===== config.mk =====
export PLATFORM = sky130hd
export DESIGN_NAME = sipu_div_cell
export DESIGN_NICKNAME = d
export VERILOG_FILES = /design/src/design/sipu_pkg.sv /design/src/design/sipu_div_cell.sv
export SDC_FILE = /design/constraint.sdc
export NUM_CORES = 1
export LEC_CHECK = 0
export ABC_AREA = 1
export CORE_MARGIN = 2
export CORE_UTILIZATION = 55
export CTS_BUF_LIST = sky130_fd_sc_hd__clkbuf_16
export CTS_CLUSTER_SIZE = 30
export DETAILED_ROUTE_END_ITERATION = 6
export DONT_BUFFER_PORTS = 1
export PLACE_DENSITY = 0.7
export SYNTH_ARGS = -nofsm -noshare
export SYNTH_HDL_FRONTEND = slang
export SYNTH_SLANG_ARGS = --single-unit

===== constraint.sdc =====
create_clock -name i_clk -period 2.2 [get_ports i_clk]
set_input_delay 0.11 -clock i_clk [delete_from_list [all_inputs] [get_ports i_clk]]
set_output_delay 0.11 -clock i_clk [all_outputs]
set_load 0.05 [all_outputs]

===== src/design/sipu_pkg.sv =====
`timescale 1ns / 1ps
// ----------------------------------------------------------------------------
// sipu_pkg: shared types and widths for the segment intersection point unit
// Coordinate width, internal arithmetic widths and the transfer structs.
// ----------------------------------------------------------------------------
package sipu_pkg;

    // Coordinate width (Q12.4 at 16 bits)
    localparam int COORD_W = 16;
    // Endpoint differences
    localparam int DIFF_W  = COORD_W + 1;
    // Edge cross products
    localparam int PROD_W  = 2 * DIFF_W;
    // Line function values
    localparam int SIDE_W  = PROD_W + 1;
    // Denominator v0 - v1, signed and magnitude
    localparam int DEN_W   = SIDE_W + 1;
    // Numerator products and difference
    localparam int NPROD_W = SIDE_W + COORD_W;
    localparam int NUM_W   = NPROD_W + 1;

    typedef struct packed {
        logic [COORD_W-1:0] first_start_x;
        logic [COORD_W-1:0] first_start_y;
        logic [COORD_W-1:0] first_end_x;
        logic [COORD_W-1:0] first_end_y;
        logic [COORD_W-1:0] second_start_x;
        logic [COORD_W-1:0] second_start_y;
        logic [COORD_W-1:0] second_end_x;
        logic [COORD_W-1:0] second_end_y;
    } t_seg_item;

    typedef struct packed {
        logic               crossing;
        logic [COORD_W-1:0] cross_x;
        logic [COORD_W-1:0] cross_y;
    } t_cross_item;

    // State handed from one divider cell to the next
    typedef struct packed {
        logic               valid;
        logic               hit;
        logic               neg_x;
        logic               neg_y;
        logic [DEN_W-1:0]   den;
        logic [NUM_W-1:0]   rem_x;
        logic [NUM_W-1:0]   rem_y;
        logic [COORD_W-1:0] quo_x;
        logic [COORD_W-1:0] quo_y;
    } t_div_stage;

endpackage


===== src/design/sipu_div_cell.sv =====
`timescale 1ns / 1ps
// ----------------------------------------------------------------------------
// sipu_div_cell: one restoring division cell
// Settles quotient bit SHIFT for both coordinates and passes the rest on.
// ----------------------------------------------------------------------------
module sipu_div_cell #(
    parameter int SHIFT = 0
) (
    input  logic                  i_clk,
    input  logic                  i_rst_n,
    input  sipu_pkg::t_div_stage  i_stage,
    output sipu_pkg::t_div_stage  o_stage
);

    logic [sipu_pkg::NUM_W-1:0] den_sh;
    sipu_pkg::t_div_stage       n_stage;
    sipu_pkg::t_div_stage       r_stage;

    // Trial subtract of the shifted divisor
    always_comb begin
        den_sh  = sipu_pkg::NUM_W'(i_stage.den) << SHIFT;
        n_stage = i_stage;
        if (i_stage.rem_x >= den_sh) begin
            n_stage.rem_x        = i_stage.rem_x - den_sh;
            n_stage.quo_x[SHIFT] = 1'b1;
        end
        if (i_stage.rem_y >= den_sh) begin
            n_stage.rem_y        = i_stage.rem_y - den_sh;
            n_stage.quo_y[SHIFT] = 1'b1;
        end
    end

    always_ff @(posedge i_clk) begin
        r_stage <= n_stage;
        if (!i_rst_n) begin
            r_stage.valid <= 1'b0;
        end
    end

    assign o_stage = r_stage;

endmodule


; After elaboration in Yosys (flattened, before gate mapping)
; Cells that the tools add are included.
[totals]
ff_bits = 176
out_inout_bits = 176
elab_cells = 17
[op_classes]
n_addsub = 2
magnitude_cmp = 2
muxes = 2
[ops]
columns = operator, count
row1 = greater-or-equal comparator 52 x 36 -> 1 bit, 2
row2 = two-way mux 52 bit, 2
row3 = subtractor 52 x 36 -> 52 bit, 2

; Logic depth before layout (Yosys ltp)
[depth]
depth_word = 2
ltp_mapped = 17
mapped_depth_nobuf = 15

; Worst setup path before layout
; No wires, ideal clock.
[synth_timing]
path_kind = input to register
from = input i_stage[84] (netlist bit)
to = register r_stage, in the netlist o_stage[100]
setup_time_ns = 0.118
arrival_ns = 1.795
required_time_ns = 2.082
path_slack_ns = 0.287
path_stages = 15
n_path_buf = 2
path_cell_list = inv_1 ha_1 fa_1 inv_1 nand3_1 nand3_1 nand4_1 nand3_2 nand2_2 nand2_4 inv_2 buf_6 buf_6 nand2_2 o21ai_2
[synth_rtl]
columns = item, line_no
row1 = "start, declared", sipu_div_cell.sv:11  ; input sipu_pkg::t_div_stage i_stage,
row2 = "end signal, assigned", sipu_div_cell.sv:34  ; r_stage <= n_stage;
row3 = "end, declared", sipu_div_cell.sv:17  ; sipu_pkg::t_div_stage r_stage;

==> flow_summary.ini <==
[worst_setup_path]
startpoint = i_stage[137]
worstSetupStartpointType = primary input
timing.critical_path.required_ps = 2510
worst_path_max_delay_cell = sky130_fd_sc_hd__fa_1
timing.critical_path.arrival_ps = 2610
longest_individual_stage_delay_on_the_worst_path_ps = 530
timing.critical_path.cells = dlymetal6s4s_1 -> fa_1 -> inv_1 -> nand3_1 -> nand3_1 -> nand4_1 -> nand3_2 -> nand2_2 -> nand2_2 -> inv_2 -> buf_12 -> o21ai_0
worst-setup-path-type = primary input to flop
worstPathMaxFanout = 38
endpoint_type_of_the_worst_setup_path = flop

[job]
max_cap_violations = 0

[route]
dr.first_iter.drc_count = 1605
top_sig_layer = met4
firstDrtPassIters = 6
route.detailed.wl_per_inst_um = 19.5
drt-vias-per-instance = 5.49
postRouteWirelength_mm = 53.2
met3RoutedLength_mm = 5.28
dr_total_vias = 15009
remaining_antenna_violation_count = 0
routed-wl-met2_mm = 24.3
m1WireLength_mm = 19.7
drt_drc_violations_left = 0

[global_routing]
grtUsageTotal_pct = 41.9
grt_start_max_net_pins = 39
grt.overflow.total = 0
number_of_antenna_violations_at_the_first_check_in_global_routing = 2
grt_pass1_wl_mm = 77.5
via_count_of_the_first_global_routing_pass = 14360

[clock_tree]
number_of_levels_in_the_clock_h_tree = 4
path_clk_slew_ps = 80
clock_tree_from_tritoncts = built
number_of_buffers_created_by_cts = 17
tritoncts_num_sinks = 176
clock_tree.buffer_depth = 2
clock_tree.root_cell = sky130_fd_sc_hd__clkbuf_16

[logic_synthesis]
synth_adder_area_share_pct = 7.36
netlist-cell-type-count = 33
synth-seq-area-share_pct = 27.6
synth.mux.area_fraction_pct = 0
ys_warn_count = 0
syn_nets = 2442
avg_inst_size_synth_um2 = 5.84
area_share_of_and_or_nand_nor_cells_after_synthesis_pct = 41.9
synth_edf_count = 0
synth-xor-area-share_pct = 2.74
synth.most_common_cell = sky130_fd_sc_hd__nand2_1
synth_async_sr_flop_share_pct = 0
synth_common_cells = sky130_fd_sc_hd__nand2_1, sky130_fd_sc_hd__inv_1, sky130_fd_sc_hd__dfxtp_1
total_standard_cell_area_after_synthesis_um2 = 12800
netlist.area_leader.share_pct = 27.6
synth_area_leader_cell = sky130_fd_sc_hd__dfxtp_1
synth_compound_gate_area_share_pct = 5.63
synthFlopType = sky130_fd_sc_hd__dfxtp_1
netlist_instances = 2190
post_synth_main_area_contributors = sky130_fd_sc_hd__dfxtp_1, sky130_fd_sc_hd__nand2_1, sky130_fd_sc_hd__inv_1, sky130_fd_sc_hd__ha_1, sky130_fd_sc_hd__nor2_1
ys_seq_elements = 176
largest_family_of_logic_cells_by_synthesized_area = simple AND/OR/NAND/NOR gates

[power]
power.share.clock_pct = 29.4
pwr-share-seq_pct = 46.2
share_of_total_power_in_combinational_logic_pct = 24.4
p_int_uw = 6190
pwr_density_cell_nw_per_um2 = 699
power.leakage_uw = 0.00875
power.switching_fraction_pct = 44.6
p_sw_uw = 4980
power.ir.vdd_worst_mv = 0.536

[timing]
finalSetupViolCount = 2
report.final.slew_viol_count = 0
worst-slew-pin-transition_ps = 640
period_share_pct = 105
setup_total_negative_slack_ps = -99.7
fmax_mhz = 435
slew-limit-headroom_pct = 57.3
crit_path_setup_slack_layout_ps = -99.2
hold_violations = 0
final_period_minus_worst_setup_slack_ps = 2300

[finish]
final_cell_count_no_fill = 2732
layout-drive-gt1-share_pct = 7.57
flip_flop_count_of_the_largest_register_all_copies_and_words_added = 176
fillerInstances = 1925
fin_nets = 2682
area_growth_pct = 25.0

[floorplanning]
core_ar_um2 = 22700
row_count = 55
ios = 354
die_area_um2 = 24500
floorplan.initialDensity_pct = 56.3
die_w_um = 156
die_y_um = 156

[min_path]
holdCritPathClass = primary input to flop
min_from = i_stage[74]
hold_path_depth = 5

[placed_design]
dp_hpwl_mm = 40.2
gp_congestion = 1.05
placement.io_buffers = 0
numPlacedInstances = 2517

[status]
violations_in_the_final_reports = negative setup slack
run_status = finished, violations left
[metal layers]
metal	up-vias	GRT usage, %
li1	7057	-
met1	6721	46.7
met2	973	71.3
met3	258	10.8
met4	0	26.2
met5	-	0
[per-stage QoR]
stage | power [uW] | hold slack (ps) | util (%) | area (um2) | setup slack, ps
finish | 11200 | 33.2 | 70.4 | 16000 | -99.2
global route | 11500 | 69.9 | 70.3 | 16000 | -164
CTS | 10900 | -311 | 70.2 | 15900 | 48.8
detailed placement | 7500 | 138 | 59.7 | 13600 | 58.3
global placement | 7470 | 138 | 59.7 | 13600 | 71.0
floorplan | 6690 | 138 | - | 12800 | 287
[timing repair]
item / CTS / global route
endpoints found under the hold margin: 176 / 2
gates resized for setup: 0 / 2
setup buffers: 0 / 0
endpoints found under the setup margin: 0 / 83
hold buffers: 176 / 3
[worst max-delay path, delay by kind of cell]
kind            cells  cell delay (ps)
compound gates      1              360
simple gates        6              810
fa+ha+maj           1              530
buf+inv             4              770
[layout make-up]
cell class | count | area, um2 | area share, %
Antenna cell | 4 | 10.0 | 0.0626
Clock buffer | 17 | 425 | 2.66
Clock inverter | 15 | 198 | 1.24
Inverter | 467 | 1750 | 11.0
Multi-Input combinational cell | 1528 | 7360 | 46.1
Sequential cell | 176 | 3520 | 22.0
Tap cell | 285 | 357 | 2.23
Timing Repair Buffer | 240 | 2350 | 14.7
[worst paths after layout]
path | endpoint | slack (ps)
setup / recovery | o_stage[35] | -100
hold / removal | o_stage[76] | 30
[power by group through the flow]
stage / Combinational, uW / Sequential, uW / Clock (uW)
finish: 2730 / 5160 / 3290
global route: 2950 / 5170 / 3390
CTS: 2580 / 5130 / 3220
detailed placement: 2290 / 5210 / 0
global placement: 2260 / 5200 / 0
floorplan: 1590 / 5110 / 0
[cells in the final DEF (no fill, tap or decap), drive strengths merged, types with 2 or more instances in the layout]
cell         Yosys  routed
buf             17      61
nor3            17      17
fa               2       2
a21oi           62      62
o21ai           57      57
ha              72      72
nand2          902     902
xnor2           36      36
nor2           187     187
nand3b          15      15
dlygate4sd3      0     178
clkbuf           2      17
and2             7       7
or2              8       8
clkinv           0       6
nand4           40      40
xor2             4       4
inv            467     475
diode            0       4
nand3          117     117
dfxtp          176     176
[kinds of logic (layout without fill, tap and decap cells)]
logic type,after synthesis,count (layout)
buffers and inverters,486,739
adder cells (fa/ha/maj),74,74
flip-flops,176,176
AO/OA/AOI/OAI,120,120
XOR/XNOR,40,40
AND/OR/NAND/NOR,1294,1294
other,0,4
Note: power is estimated with default switching activity, not from simulation.
